===== config.mk =====
export PLATFORM = sky130hd
export DESIGN_NAME = hex_record_loader_unit
export DESIGN_NICKNAME = d
export VERILOG_FILES = /design/src/rtl/hrl_pkg.sv /design/src/rtl/hrl_char_decode.sv /design/src/rtl/hrl_parser.sv /design/src/rtl/hex_record_loader_unit.sv
export SDC_FILE = /design/constraint.sdc
export NUM_CORES = 1
export LEC_CHECK = 0
export BUFFER_PORTS_ARGS = -buffer_cell sky130_fd_sc_hd__buf_2
export CAP_MARGIN = 20
export CORE_ASPECT_RATIO = 0.8
export CORE_MARGIN = 10
export CORE_UTILIZATION = 35
export CTS_CLUSTER_SIZE = 28
export DETAILED_ROUTE_END_ITERATION = 10
export PLACE_DENSITY_LB_ADDON = 0.3
export REMOVE_ABC_BUFFERS = 1
export SYNTH_ARGS = -nofsm -noshare
export SYNTH_HDL_FRONTEND = slang
export SYNTH_SLANG_ARGS = --single-unit

===== constraint.sdc =====
create_clock -name clk -period 4.8 [get_ports clk]
set_clock_uncertainty 0.05 [all_clocks]
set_input_delay 0.24 -clock clk [delete_from_list [all_inputs] [get_ports clk]]
set_output_delay 0.24 -clock clk [all_outputs]
set_load 0.005 [all_outputs]

===== src/rtl/hrl_pkg.sv =====
// ============================================================================
// hrl_pkg
// Shared types and codes of the hex record loader.
// ============================================================================
package hrl_pkg;

    localparam logic [31:0] MEMORY_LIMIT_RESET = 32'd1024;

    localparam logic [1:0] KIND_WRITE = 2'd0;
    localparam logic [1:0] KIND_END   = 2'd1;
    localparam logic [1:0] KIND_ERROR = 2'd2;

    localparam logic [2:0] ERR_NONE = 3'd0;
    localparam logic [2:0] ERR_CHAR = 3'd1;
    localparam logic [2:0] ERR_TYPE = 3'd2;
    localparam logic [2:0] ERR_ADDR = 3'd3;
    localparam logic [2:0] ERR_SUM  = 3'd4;

    typedef struct packed {
        logic       is_space;
        logic       is_colon;
        logic       is_hex;
        logic [3:0] value;
    } char_class_t;

    typedef struct packed {
        logic [1:0]  kind;
        logic [31:0] address;
        logic [7:0]  data;
        logic [2:0]  error_code;
    } result_t;

endpackage


===== src/rtl/hrl_char_decode.sv =====
// ============================================================================
// hrl_char_decode
// Classifies one ASCII character as whitespace, colon or hex digit.
// ============================================================================
module hrl_char_decode (
    input  logic [7:0]           character,
    output hrl_pkg::char_class_t char_class
);

    always_comb
    begin
        char_class          = '0;
        char_class.is_space = character inside {8'h20, 8'h09, 8'h0a, 8'h0b, 8'h0c, 8'h0d};
        char_class.is_colon = (character == 8'h3a);
        if (character inside {[8'h30:8'h39]})
        begin
            char_class.is_hex = 1'b1;
            char_class.value  = 4'(character - 8'h30);
        end
        else if (character inside {[8'h41:8'h46]})
        begin
            char_class.is_hex = 1'b1;
            char_class.value  = 4'(character - 8'h37);
        end
        else if (character inside {[8'h61:8'h66]})
        begin
            char_class.is_hex = 1'b1;
            char_class.value  = 4'(character - 8'h57);
        end
    end

endmodule


===== src/rtl/hrl_parser.sv =====
// ============================================================================
// hrl_parser
// Record parser state and the result of one character.
// ============================================================================
module hrl_parser (
    input  logic                 clk,
    input  logic                 rst_n,
    input  logic                 step,
    input  hrl_pkg::char_class_t char_class,
    input  logic [31:0]          memory_limit,
    output logic                 result_valid,
    output hrl_pkg::result_t     result
);

    localparam logic [2:0] PH_COLON = 3'd0;
    localparam logic [2:0] PH_LEN   = 3'd1;
    localparam logic [2:0] PH_ADDR  = 3'd2;
    localparam logic [2:0] PH_TYPE  = 3'd3;
    localparam logic [2:0] PH_DATA  = 3'd4;
    localparam logic [2:0] PH_EXT   = 3'd5;
    localparam logic [2:0] PH_SUM   = 3'd6;

    logic [2:0]  phase_reg, phase_next;
    logic [3:0]  upper_reg, upper_next;
    logic        pending_reg, pending_next;
    logic [7:0]  length_reg, length_next;
    logic [15:0] rec_addr_reg, rec_addr_next;
    logic [7:0]  type_reg, type_next;
    logic [7:0]  count_reg, count_next;
    logic [15:0] ext_reg, ext_next;
    logic [31:0] base_reg, base_next;
    logic [7:0]  sum_reg, sum_next;
    logic        halted_reg, halted_next;

    logic [7:0]  byte_value;
    logic [7:0]  count_inc;
    logic [31:0] write_addr;

    assign byte_value = {upper_reg, char_class.value};
    assign count_inc  = count_reg + 8'd1;
    assign write_addr = base_reg + {16'd0, rec_addr_reg} + {24'd0, count_reg};

    always_comb
    begin
        phase_next    = phase_reg;
        upper_next    = upper_reg;
        pending_next  = pending_reg;
        length_next   = length_reg;
        rec_addr_next = rec_addr_reg;
        type_next     = type_reg;
        count_next    = count_reg;
        ext_next      = ext_reg;
        base_next     = base_reg;
        sum_next      = sum_reg;
        halted_next   = halted_reg;
        result_valid  = 1'b0;
        result        = '0;

        if (step && !halted_reg && !char_class.is_space)
        begin
            if (phase_reg == PH_COLON)
            begin
                if (!char_class.is_colon)
                begin
                    halted_next       = 1'b1;
                    result_valid      = 1'b1;
                    result.kind       = hrl_pkg::KIND_ERROR;
                    result.error_code = hrl_pkg::ERR_CHAR;
                end
                else
                begin
                    phase_next    = PH_LEN;
                    sum_next      = 8'd0;
                    rec_addr_next = 16'd0;
                    pending_next  = 1'b0;
                    upper_next    = 4'd0;
                end
            end
            else if (!char_class.is_hex)
            begin
                halted_next       = 1'b1;
                result_valid      = 1'b1;
                result.kind       = hrl_pkg::KIND_ERROR;
                result.error_code = hrl_pkg::ERR_CHAR;
            end
            else if (!pending_reg)
            begin
                upper_next   = char_class.value;
                pending_next = 1'b1;
            end
            else
            begin
                pending_next = 1'b0;
                sum_next     = sum_reg + byte_value;
                case (phase_reg)
                    PH_LEN:
                    begin
                        length_next = byte_value;
                        count_next  = 8'd0;
                        phase_next  = PH_ADDR;
                    end
                    PH_ADDR:
                    begin
                        rec_addr_next = {rec_addr_reg[7:0], byte_value};
                        count_next    = count_inc;
                        if (count_inc >= 8'd2)
                        begin
                            phase_next = PH_TYPE;
                        end
                    end
                    PH_TYPE:
                    begin
                        type_next  = byte_value;
                        count_next = 8'd0;
                        if (byte_value == 8'd0)
                        begin
                            phase_next = (length_reg == 8'd0) ? PH_SUM : PH_DATA;
                        end
                        else if (byte_value == 8'd1)
                        begin
                            phase_next = PH_SUM;
                        end
                        else if (byte_value == 8'd2 || byte_value == 8'd4)
                        begin
                            ext_next   = 16'd0;
                            phase_next = PH_EXT;
                        end
                        else
                        begin
                            halted_next       = 1'b1;
                            result_valid      = 1'b1;
                            result.kind       = hrl_pkg::KIND_ERROR;
                            result.error_code = hrl_pkg::ERR_TYPE;
                        end
                    end
                    PH_DATA:
                    begin
                        result_valid = 1'b1;
                        if (write_addr >= memory_limit)
                        begin
                            halted_next       = 1'b1;
                            result.kind       = hrl_pkg::KIND_ERROR;
                            result.error_code = hrl_pkg::ERR_ADDR;
                        end
                        else
                        begin
                            count_next     = count_inc;
                            result.kind    = hrl_pkg::KIND_WRITE;
                            result.address = write_addr;
                            result.data    = byte_value;
                            if (count_inc >= length_reg)
                            begin
                                phase_next = PH_SUM;
                            end
                        end
                    end
                    PH_EXT:
                    begin
                        ext_next   = {ext_reg[7:0], byte_value};
                        count_next = count_inc;
                        if (count_inc >= 8'd2)
                        begin
                            if (type_reg == 8'd2)
                            begin
                                base_next = {12'd0, ext_reg[7:0], byte_value, 4'd0};
                            end
                            else
                            begin
                                base_next = {ext_reg[7:0], byte_value, 16'd0};
                            end
                            phase_next = PH_SUM;
                        end
                    end
                    default:
                    begin
                        if (sum_next != 8'd0)
                        begin
                            halted_next       = 1'b1;
                            result_valid      = 1'b1;
                            result.kind       = hrl_pkg::KIND_ERROR;
                            result.error_code = hrl_pkg::ERR_SUM;
                        end
                        else
                        begin
                            phase_next = PH_COLON;
                            if (type_reg == 8'd1)
                            begin
                                halted_next  = 1'b1;
                                result_valid = 1'b1;
                                result.kind  = hrl_pkg::KIND_END;
                            end
                        end
                    end
                endcase
            end
        end
    end

    always_ff @(posedge clk or negedge rst_n)
    begin
        if (!rst_n)
        begin
            phase_reg    <= PH_COLON;
            upper_reg    <= 4'd0;
            pending_reg  <= 1'b0;
            length_reg   <= 8'd0;
            rec_addr_reg <= 16'd0;
            type_reg     <= 8'd0;
            count_reg    <= 8'd0;
            ext_reg      <= 16'd0;
            base_reg     <= 32'd0;
            sum_reg      <= 8'd0;
            halted_reg   <= 1'b0;
        end
        else
        begin
            phase_reg    <= phase_next;
            upper_reg    <= upper_next;
            pending_reg  <= pending_next;
            length_reg   <= length_next;
            rec_addr_reg <= rec_addr_next;
            type_reg     <= type_next;
            count_reg    <= count_next;
            ext_reg      <= ext_next;
            base_reg     <= base_next;
            sum_reg      <= sum_next;
            halted_reg   <= halted_next;
        end
    end

endmodule


===== src/rtl/hex_record_loader_unit.sv =====
// ============================================================================
// hex_record_loader_unit
// Streaming Intel HEX parser that turns text into memory byte writes.
// ============================================================================
//   Channel   Signals                                  Direction
//   input     in_valid, in_ready, character            in
//   output    out_valid, out_ready, kind, address,     out
//             data, error_code
//   config    cfg_write_en, cfg_write_data             in
//
// One character is taken per cycle while in_ready is high; it is held in the input
// register, and its result, if any, is presented from the result register.
// Reset loads a memory limit of 1024 and leaves the parser waiting for a colon.
// While a result waits with out_ready low the result register and parser hold;
// one more item is buffered in the input register, and then in_ready falls.
// After the end record or any error no further results are given until reset.
module hex_record_loader_unit (
    input  logic        clk,
    input  logic        rst_n,
    input  logic        in_valid,
    output logic        in_ready,
    input  logic [7:0]  character,
    output logic        out_valid,
    input  logic        out_ready,
    output logic [1:0]  kind,
    output logic [31:0] address,
    output logic [7:0]  data,
    output logic [2:0]  error_code,
    input  logic        cfg_write_en,
    input  logic [31:0] cfg_write_data
);

    logic                 in_valid_reg;
    logic [7:0]           char_reg;
    logic [31:0]          limit_reg;
    logic                 out_valid_reg;
    hrl_pkg::result_t     result_reg;

    logic                 advance;
    logic                 step;
    hrl_pkg::char_class_t char_class;
    logic                 result_valid;
    hrl_pkg::result_t     result;

    assign advance  = !out_valid_reg || out_ready;
    assign step     = in_valid_reg && advance;
    assign in_ready = !in_valid_reg || advance;

    hrl_char_decode u_decode (
        .character  (char_reg),
        .char_class (char_class)
    );

    hrl_parser u_parser (
        .clk          (clk),
        .rst_n        (rst_n),
        .step         (step),
        .char_class   (char_class),
        .memory_limit (limit_reg),
        .result_valid (result_valid),
        .result       (result)
    );

    always_ff @(posedge clk or negedge rst_n)
    begin
        if (!rst_n)
        begin
            in_valid_reg  <= 1'b0;
            out_valid_reg <= 1'b0;
            limit_reg     <= hrl_pkg::MEMORY_LIMIT_RESET;
        end
        else
        begin
            if (in_ready)
            begin
                in_valid_reg <= in_valid;
            end
            if (advance)
            begin
                out_valid_reg <= step && result_valid;
            end
            if (cfg_write_en)
            begin
                limit_reg <= cfg_write_data;
            end
        end
    end

    always_ff @(posedge clk)
    begin
        if (in_ready && in_valid)
        begin
            char_reg <= character;
        end
        if (advance)
        begin
            result_reg <= result;
        end
    end

    assign out_valid  = out_valid_reg;
    assign kind       = result_reg.kind;
    assign address    = result_reg.address;
    assign data       = result_reg.data;
    assign error_code = result_reg.error_code;

endmodule


# Word-level counts from Yosys, hierarchy flattened
# Index checks and enable logic that the tools add are counted.
dict set report word_totals {
  register_bits 184
  input_bits 45
  wordCells 202
}
dict set report classes {
  add_sub_neg 7
  n_lt_le_gt_ge 9
  n_eq_ne 37
  n_mux 85
  bitwise 5
  n_reduce_logical 40
}
# op count
set ops {}
lappend ops {{$mux 16} 5}
lappend ops {{$mux 40} 2}
lappend ops {{$mux 8} 8}
lappend ops {{$mux 3} 17}
lappend ops {{$mux 45} 1}
lappend ops {{$eq 8x4->1 const B} 5}
lappend ops {{$add 32x16->32} 1}
lappend ops {{$add 32x8->32} 1}
lappend ops {{$ge 32x32->1} 1}
lappend ops {{$mux 32} 1}
lappend ops {{$mux 1} 26}
lappend ops {{$pmux 8 s3} 1}
lappend ops {{$mux 2} 11}
lappend ops {{$eq 8x1->1 const B} 2}
lappend ops {{$eq 8x2->1 const B} 2}
lappend ops {{$eq 8x6->1 const B} 2}
lappend ops {{$ge 8x7->1 const B} 2}
lappend ops {{$le 8x7->1 const B} 2}
lappend ops {{$logic_not 8->1} 2}
lappend ops {{$mux 4} 4}
lappend ops {{$ne 4x4->1 const B} 4}
lappend ops {{$pmux 8 s2} 1}
lappend ops {{$mux 5} 3}
lappend ops {{$pmux 3 s5} 1}
lappend ops {{other kinds (42)} 78}

# Depth between registers and ports, before layout
# Gate-level depths: netlist (run 1).
dict set report logic_depth {
  ltp_word 16
  depth_mapped 21
}

# Modules after synthesis
# From an unflattened synthesis (run 1), not the netlist that was laid out.
dict set report hier_totals {
  hier_cells 980
  area_unflattened_um2 10219.8
}
# module n_inst cells_each area_per_inst_um2 seq_area_each_um2
set modules_own_cells {}
lappend modules_own_cells {hrl_parser 1 816 6956.7 2327.2}
lappend modules_own_cells {hex_record_loader_unit 1 130 3027.9 2443.6}
lappend modules_own_cells {hrl_char_decode 1 34 235.2 0.0}

# Least setup slack after synthesis (run 1)
# OpenSTA, ideal clock, no wires.
dict set report synth_timing {
  kind {register -> register}
  start {register u_parser.count_reg[1]}
  end {register result_reg, in the netlist address[3], data pin}
  arrival_time_ns 4.865
  t_required_ns 4.593
  setup_slack_ns -0.272
  path_stages_with_launch 22
  period_less_slack_ns 5.072
  path_cell_list {dfrtp_1 ha_1 ha_1 inv_1 fa_1 nor2b_1 o31ai_1 a211oi_1 o21ai_0 a211oi_1 a31o_2 nand2_1 ha_1 a21oi_1 o21ai_0 a221oi_1 o31ai_1 a31o_2 or4_1 clkbuf_1 clkbuf_1 nor3_1}
}
dict set report synth_between {
  elab_chain_cells 3
}
# item line_no
set synth_lines {}
lappend synth_lines {{start, declared} hrl_parser.sv:29} ;# logic [7:0] count_reg, count_next;
lappend synth_lines {{start signal, assigned} hrl_parser.sv:223} ;# count_reg <= count_next;
lappend synth_lines {{$add 32x8->32} hrl_parser.sv:41} ;# assign write_addr = base_reg + {16'd0, rec_addr_reg} + {24'd0, count_reg};
lappend synth_lines {{via u_parser.write_addr[27]} hrl_parser.sv:37} ;# logic [31:0] write_addr;
lappend synth_lines {{$ge 32x32->1} hrl_parser.sv:139} ;# if (write_addr >= memory_limit)
lappend synth_lines {{$reduce_or 6->1 (no line)} -}
lappend synth_lines {{end signal, assigned} hex_record_loader_unit.sv:97} ;# result_reg <= result;
lappend synth_lines {{end, declared} hex_record_loader_unit.sv:37} ;# hrl_pkg::result_t result_reg;
# The timed path passes the listed nets, and every way through them passes these cells.
# A chain may end at the register's enable or synchronous reset.

# Worst setup path after layout (run 1)
dict set report layout_timing {
  start {register u_parser.base_reg[7]}
  end {register result_reg, in the netlist address[29], data pin}
}
dict set report layout_between {
  elab_chain_cells 4
}
# item line_no
set layout_lines {}
lappend layout_lines {{start, declared} hrl_parser.sv:31} ;# logic [31:0] base_reg, base_next;
lappend layout_lines {{start signal, assigned} hrl_parser.sv:225} ;# base_reg <= base_next;
lappend layout_lines {{$add 32x16->32 *} hrl_parser.sv:41}
lappend layout_lines {{$add 32x8->32 *} hrl_parser.sv:41}
lappend layout_lines {{via u_parser.write_addr[29]} hrl_parser.sv:37}
lappend layout_lines {{$ge 32x32->1} hrl_parser.sv:139}
lappend layout_lines {{$reduce_or 6->1 (no line)} -}
# The timed path passes the listed nets; every way through them passes the cells marked *.

==> flow_summary_export.csv, run 1 <==
group,metric,value,unit
floorplanning,start_util,35.7,%
grt,grt_pass1_wl,47300,um
power,peakVddDrop,260,uV
clocking,clock-root-buffer,"clkbuf_16",
routing,drtAntennaViolNets,0,
sta,setup_viol,48,
cells_and_area,area_growth,32.7,%
placement,dp_hpwl,20000,um
grt,grt_overflow,0,
logic_synthesis,netlist_area,10500,um2
sta,worst_pin_slew,1.05,ns
sta,period_needed,4.99,ns
cells_and_area,drive_above_1_share,28.0,%
logic_synthesis,ys_types,83,
logic_synthesis,ys_top_cells_by_area,"dfrtp_1 30%, edfxtp_1 15%, ha_1 9.8%, nand2_1 5.7%, o21ai_0 4.2%",
sta,max_freq,0.200,GHz
cells_and_area,final_common_cell,"nand2_1",
routing,routed_wl,29000,um
placement,io_buffers,91,
logic_synthesis,ys_ff_latch,180,
placement,dpl_cell_area,12000,um2
hold_path,worstHoldStart,"cfg_write_data[16]",
sta,rsz0062_at_grt,"yes",
clocking,cts_tree,"done",
routing,num_vias,8769,
outcome,failed_checks,"negative setup slack",
worst_setup_path,cp-end-kind,"flip-flop",
sta,fin_ws,-0.192,ns
worst_setup_path,start_kind,"flip-flop",
worst_setup_path,critPathKind,"flip-flop to flip-flop",
grt,grtUsageTotal,15.8,%
floorplanning,placementRows,56,
placement,dp_cells,1617,
sta,finalCritPeriodShare,104,%
hold_path,hp-class,"input port to flip-flop",
worst_setup_path,arrival,5.25,ns
routing,routed_via_density,5.11,
cells_and_area,final_cell_area,13900,um2
placement,gp_congestion,0.865,
floorplanning,fp.dieW,214,um
logic_synthesis,synth_top_area_share,30.0,%
logic_synthesis,dominantRegCellSynth,"dfrtp_1",
clocking,clock_latency,0.45,ns
sta,finalMaxSlewViolations,0,
routing,wl_per_cell,16.9,um
power,power_density,264,nW/um2
cells_and_area,layout.nets,1459,
floorplanning,ios,92,
logic_synthesis,seq_area_frac_synth,45.4,%
power,power,0.00368,W
grt,grt_pass1_vias,8803,
worst_setup_path,critPathRequiredTime,5.05,ns
routing,drc,0,
floorplanning,core,29400,um2
floorplanning,die_y,175,um
worst_setup_path,critPathMaxFanout,8,
outcome,status,"complete, but fails checks",
power,p_leak,6.51,nW
clocking,clockBufferDepth,2,
floorplanning,dieArea,37400,um2
logic_synthesis,synth_top_area_cell,"dfrtp_1",
routing,drt-pass1-iter-count,5,
logic_synthesis,synthCells,1095,
cells_and_area,diodes,0,
placement,place_ws,-0.873,ns
logic_synthesis,synth_edf_count,53,
logic_synthesis,syn_area_per_cell,9.59,um2
worst_setup_path,worstRegToRegCells,20,
routing,drt_iter0_markers,625,
clocking,cts_max_level,4,
sta,holdWs,0.00529,ns
clocking,clkTransAtPathRegs,0.07,ns
sta,slew_headroom,30.0,%
sta,hold_violations,0,
cells_and_area,final_cell_mix,"158 x nand2_1, 126 x dfrtp_1, 104 x buf_4",
logic_synthesis,yosysWarnings,0,
run,maxCapViolations,0,
worst_setup_path,reg2reg_to,"address[29]$_SDFFCE_PP0P_",
hold_path,hold_end,"limit_reg[16]$_DFFE_PN0P_",
worst_setup_path,r2r_setup_slack,-0.19,ns
grt,grt_max_degree,128,
worst_setup_path,reg2reg_from,"u_parser.base_reg[7]$_DFFE_PN0P_",
clocking,clock_sinks,180,
clocking,cts_made_buffers,17,
grt,antenna_found_initial,0,
hold_path,whs_path_depth,3,
cells_and_area,instances_no_fill,1716,
logic_synthesis,async_flop_share,70.6,%
synth_stat cells (all sizes together), types with 8 or more instances:
cell,instances
a211oi,14
a21o,12
a21oi,48
and2,8
and3,8
clkbuf,36
dfrtp,126
edfxtp,53
ha,82
inv,96
mux2,17
nand2,162
nand3,23
nand4,10
nor2,67
nor2b,25
nor3,16
nor4,9
o21ai,92
o31ai,26
xnor2,15
xor2,19
cells by family after synthesis:
family | Yosys count | synth area share (%)
adder cells (fa/ha/maj) | 88 | 10.9
XOR/XNOR | 35 | 3.05
AND/OR/NAND/NOR | 364 | 16.4
flip-flops | 180 | 45.4
AO/OA/AOI/OAI | 267 | 16.7
multiplexers | 23 | 2.40
buffers and inverters | 138 | 5.04
layer usage:
layer | vias to the layer above | part of all wire [%] | global-route usage, %
met1 | 4198 | 48 | 22.2
li1 | 4337 | - | -
met2 | 202 | 46 | 24.2
met5 | - | 0 | 0
met4 | 0 | 1.5 | 4.31
met3 | 32 | 4.7 | 2.84
where the power goes:
part           switching, W  total (W)  internal [W]
clock network      0.000662    0.00134      0.000676
registers         0.0000760    0.00174       0.00167
logic              0.000351   0.000597      0.000246
per-stage QoR:
step                      utilization, %  TNS, ns
after global routing                47.3   -17.32
after CTS                           46.0    -3.31
after floorplan                        -   -18.59
after global placement              40.8   -30.66
after detailed placement            40.8   -39.59
final                               47.3    -5.57
final cells by class:
type / count / area [um2]
well taps: 377 / 472
clock inverters: 15 / 120
repair buffers: 254 / 1920
fillers: 2713 / 15500
clock buffers: 17 / 425
inverters: 96 / 360
flip-flops and latches: 180 / 4770
multi-input cells: 777 / 5860
worst max-delay path by stage:
stage,from,cells past startpoint,to
4_1_cts,u_parser.rec_addr_reg[4]$_DFFE_PN0P_,23,data[4]$_SDFFCE_PP0P_
3_5_place_dp,u_parser.count_reg[1]$_DFFE_PN0P_,21,address[3]$_SDFFCE_PP0P_
3_3_place_gp,u_parser.count_reg[1]$_DFFE_PN0P_,21,address[3]$_SDFFCE_PP0P_
2_1_floorplan,u_parser.count_reg[1]$_DFFE_PN0P_,19,address[3]$_SDFFCE_PP0P_
6_report,u_parser.base_reg[7]$_DFFE_PN0P_,20,address[29]$_SDFFCE_PP0P_
5_1_grt,u_parser.base_reg[4]$_DFFE_PN0P_,22,address[23]$_SDFFCE_PP0P_
critical path, stage by stage (launching register included):
cell	delay, ns
dfrtp_1	0.40
fa_1	0.46
ha_1	0.31
and3_1	0.18
nand3_1	0.15
a211oi_2	0.34
o21ai_1	0.09
buf_4	0.18
a2111oi_4	0.30
buf_4	0.17
xor2_2	0.15
ha_1	0.27
nand4_1	0.14
inv_1	0.07
a221oi_2	0.27
o31ai_1	0.12
a31o_4	0.25
or4_4	0.49
buf_6	0.16
buf_12	0.15
nor2b_2	0.12
timing repair:
action,in CTS,in global routing
hold buffers,41,0
hold endpoints to repair,166,0
cloned,3,0
resized for setup,69,91
setup buffers,18,7
endpoints found under the setup margin,53,53
pin swaps,40,28
Note: power is estimated with default switching activity, not from simulation.
==> run 2: changes to the inputs <==
--- a/config.mk
+++ b/config.mk
@@ -12,7 +12,6 @@
 export CORE_UTILIZATION = 35
 export CTS_CLUSTER_SIZE = 28
 export DETAILED_ROUTE_END_ITERATION = 10
-export PLACE_DENSITY_LB_ADDON = 0.3
 export REMOVE_ABC_BUFFERS = 1
 export SYNTH_ARGS = -nofsm -noshare
 export SYNTH_HDL_FRONTEND = slang
==> constraint.sdc (replaced) <==
create_clock -name clk -period 4.8 [get_ports clk]
set_clock_uncertainty 0.05 [all_clocks]
set_input_delay 0.96 -clock clk [delete_from_list [all_inputs] [get_ports clk]]
set_output_delay 0.96 -clock clk [all_outputs]
set_load 0.005 [all_outputs]
==> run 2 against run 1 <==
Against the previous run:
- the flow still finishes with violations (negative setup slack)
- die area did not move
- global-route usage fell by 1.0 points
- utilization fell by 2.3 points
- final area fell by 4.8%
- non-clock buffer count fell by 54
- critical path depth rose by 2
- first-iteration DRC count fell by 26%
- routed wire length fell by 4.0%
- clock-buffer cell count rose by 6
- sequential share of layout area rose by 1.7 points
- largest power group unchanged
- highest routed layer unchanged
==> flow_summary_export.csv, run 2 (synthesized netlist as in run 1, its figures left out) <==
group,metric,value,unit
outcome,status,"complete, but fails checks",
outcome,failed_checks,"negative setup slack",
power,power,0.00373,W
routing,drt-pass1-iter-count,5,
clocking,clock_latency,0.45,ns
worst_setup_path,cp-end-kind,"flip-flop",
placement,dpl_cell_area,12000,um2
clocking,clock_sinks,180,
floorplanning,start_util,35.7,%
cells_and_area,final_util,45.1,%
routing,routed_wl,27900,um
routing,routed_via_density,5.11,
clocking,cts_max_level,4,
worst_setup_path,critPathKind,"flip-flop to flip-flop",
grt,grt_max_degree,87,
sta,fin_ws,-0.175,ns
floorplanning,die_y,175,um
worst_setup_path,arrival,5.23,ns
placement,dp_hpwl,20000,um
worst_setup_path,cp_slowest_cell,"or4_4",
grt,grt_overflow,0,
sta,slew_headroom,36.0,%
clocking,clock-root-buffer,"clkbuf_16",
routing,num_vias,8497,
routing,wl_met3,1270,um
routing,met1Wirelength,13700,um
routing,wl_per_cell,16.8,um
worst_setup_path,critPathBufInv,4,
sta,period_needed,4.98,ns
clocking,cts_made_buffers,17,
sta,rsz0062_at_grt,"yes",
hold_path,hp-class,"flip-flop to flip-flop",
cells_and_area,drive_above_1_share,26.9,%
clocking,clockBufferDepth,2,
routing,drtAntennaViolNets,0,
power,p_leak,6.30,nW
worst_setup_path,crit_family,"compound AO/OA/AOI/OAI gates",
cells_and_area,final_cell_area,13300,um2
sta,hold_violations,0,
placement,gp_congestion,0.897,
routing,drc,0,
routing,highest_layer,"met4",
clocking,clkTransAtPathRegs,0.07,ns
sta,max_freq,0.201,GHz
sta,worst_pin_slew,0.958,ns
floorplanning,fp.dieW,214,um
routing,wl_met2,12600,um
sta,finalCritPeriodShare,104,%
cells_and_area,area_growth,26.3,%
worst_setup_path,crit_chain,"ha_1 -> ha_1 -> inv_2 -> fa_2 -> nor2b_4 -> o31ai_4 -> a211oi_2 -> buf_4 -> o21ai_4 -> a211oi_2 -> buf_4 -> a31o_2 -> nand2_1 -> ha_1 -> a21oi_1 -> o21ai_1 -> a221oi_2 -> o31ai_1 -> a31o_2 -> or4_4 -> clkbuf_16 -> nor2b_1",
sta,setup_viol,47,
sta,finalMaxSlewViolations,0,
grt,grt_pass1_vias,8279,
cells_and_area,diodes,0,
routing,drt_iter0_markers,464,
power,power_density,282,nW/um2
floorplanning,ios,92,
cells_and_area,final_cell_mix,"159 x nand2_1, 126 x dfrtp_1, 98 x buf_4",
placement,place_ws,-0.786,ns
run,maxCapViolations,0,
worst_setup_path,critPathRequiredTime,5.05,ns
floorplanning,core,29400,um2
floorplanning,dieArea,37400,um2
worst_setup_path,slowest_delay,0.65,ns
cells_and_area,layout.nets,1405,
power,peakVddDrop,275,uV
worst_setup_path,start_kind,"flip-flop",
clocking,cts_hold_buf,0,
worst_setup_path,critPathMaxFanout,7,
worst_setup_path,cpMostUsedCell,"ha_1",
grt,grtUsageTotal,14.7,%
placement,io_buffers,91,
cells_and_area,final_common_cell,"nand2_1",
grt,antenna_found_initial,0,
grt,grt_pass1_wl,44200,um
floorplanning,placementRows,56,
clocking,cts_tree,"done",
run 2: cell count changes in the layout (fill, tap and decap cells not counted), sizes merged:
cell	previous run	this run
dlygate4sd3	41	0
inv	106	99
buf	213	196
clkbuf	17	27
clkinvlp	1	2
bufinv	0	1
clkinv	4	3
run 2: power breakdown:
part	leakage, nW	total, W	internal, W	switching, W
sequential	2.28	0.00172	0.00167	0.0000497
clock	0.298	0.00144	0.000822	0.000622
combinational	3.72	0.000572	0.000215	0.000357
run 2: metrics by stage:
| step | hold WS [ns] | setup TNS (ns) | instances |
|---|---|---|---|
| global route | 0.458 | -14.78 | 1662 |
| detailed placement | 0.416 | -36.16 | 1612 |
| floorplan | 0.393 | -18.59 | 1053 |
| global placement | 0.408 | -28.49 | 1612 |
| finish | 0.434 | -5.99 | 1662 |
| CTS | 0.431 | 0 | 1649 |
run 2: per-layer routing:
layer | track usage (%) | vias to the layer above
met5 | 0 | -
met4 | 3.18 | 0
met3 | 3.25 | 23
met2 | 22.5 | 162
met1 | 20.8 | 4085
li1 | - | 4227
run 2: layout make-up:
class	count	area [um2]
sequential	180	4770
clock buffer	23	520
multi-input combinational	777	5640
fill	2841	16200
clock inverter	9	87.6
inverter	96	360
timing repair buffer	200	1410
tap	377	472
run 2: what timing repair did:
item | in CTS | in global routing
resized for setup | 38 | 85
endpoints found under the setup margin | 53 | 53
cloned | 0 | 5
pin swaps | 14 | 32
buffers inserted | 5 | 7
run 2: path summary, 6_finish.rpt:
check / from / to / slack (ns) / cells past startpoint
min in group asynchronous: rst_n / limit_reg[9]$_DFFE_PN0P_ / 0.48 / 1
max: u_parser.count_reg[1]$_DFFE_PN0P_ / address[22]$_SDFFCE_PP0P_ / -0.18 / 22
min reg2reg: u_parser.base_reg[11]$_DFFE_PN0P_ / u_parser.base_reg[11]$_DFFE_PN0P_ / 0.43 / 2
max in group asynchronous: rst_n / u_parser.length_reg[2]$_DFFE_PN0P_ / 3.31 / 2
max reg2reg: u_parser.count_reg[1]$_DFFE_PN0P_ / address[22]$_SDFFCE_PP0P_ / -0.18 / 22
min: u_parser.base_reg[11]$_DFFE_PN0P_ / u_parser.base_reg[11]$_DFFE_PN0P_ / 0.43 / 2
run 2: worst reg2reg max path: cells and delay by family, from the launching register on:
kind | cells | cell delay (ns)
AOI/OAI and AO/OA | 10 | 1.67
adders and majority gates | 4 | 1.14
and+or+nand+nor | 4 | 0.97
buffers and inverters | 4 | 0.62
DFF | 1 | 0.38
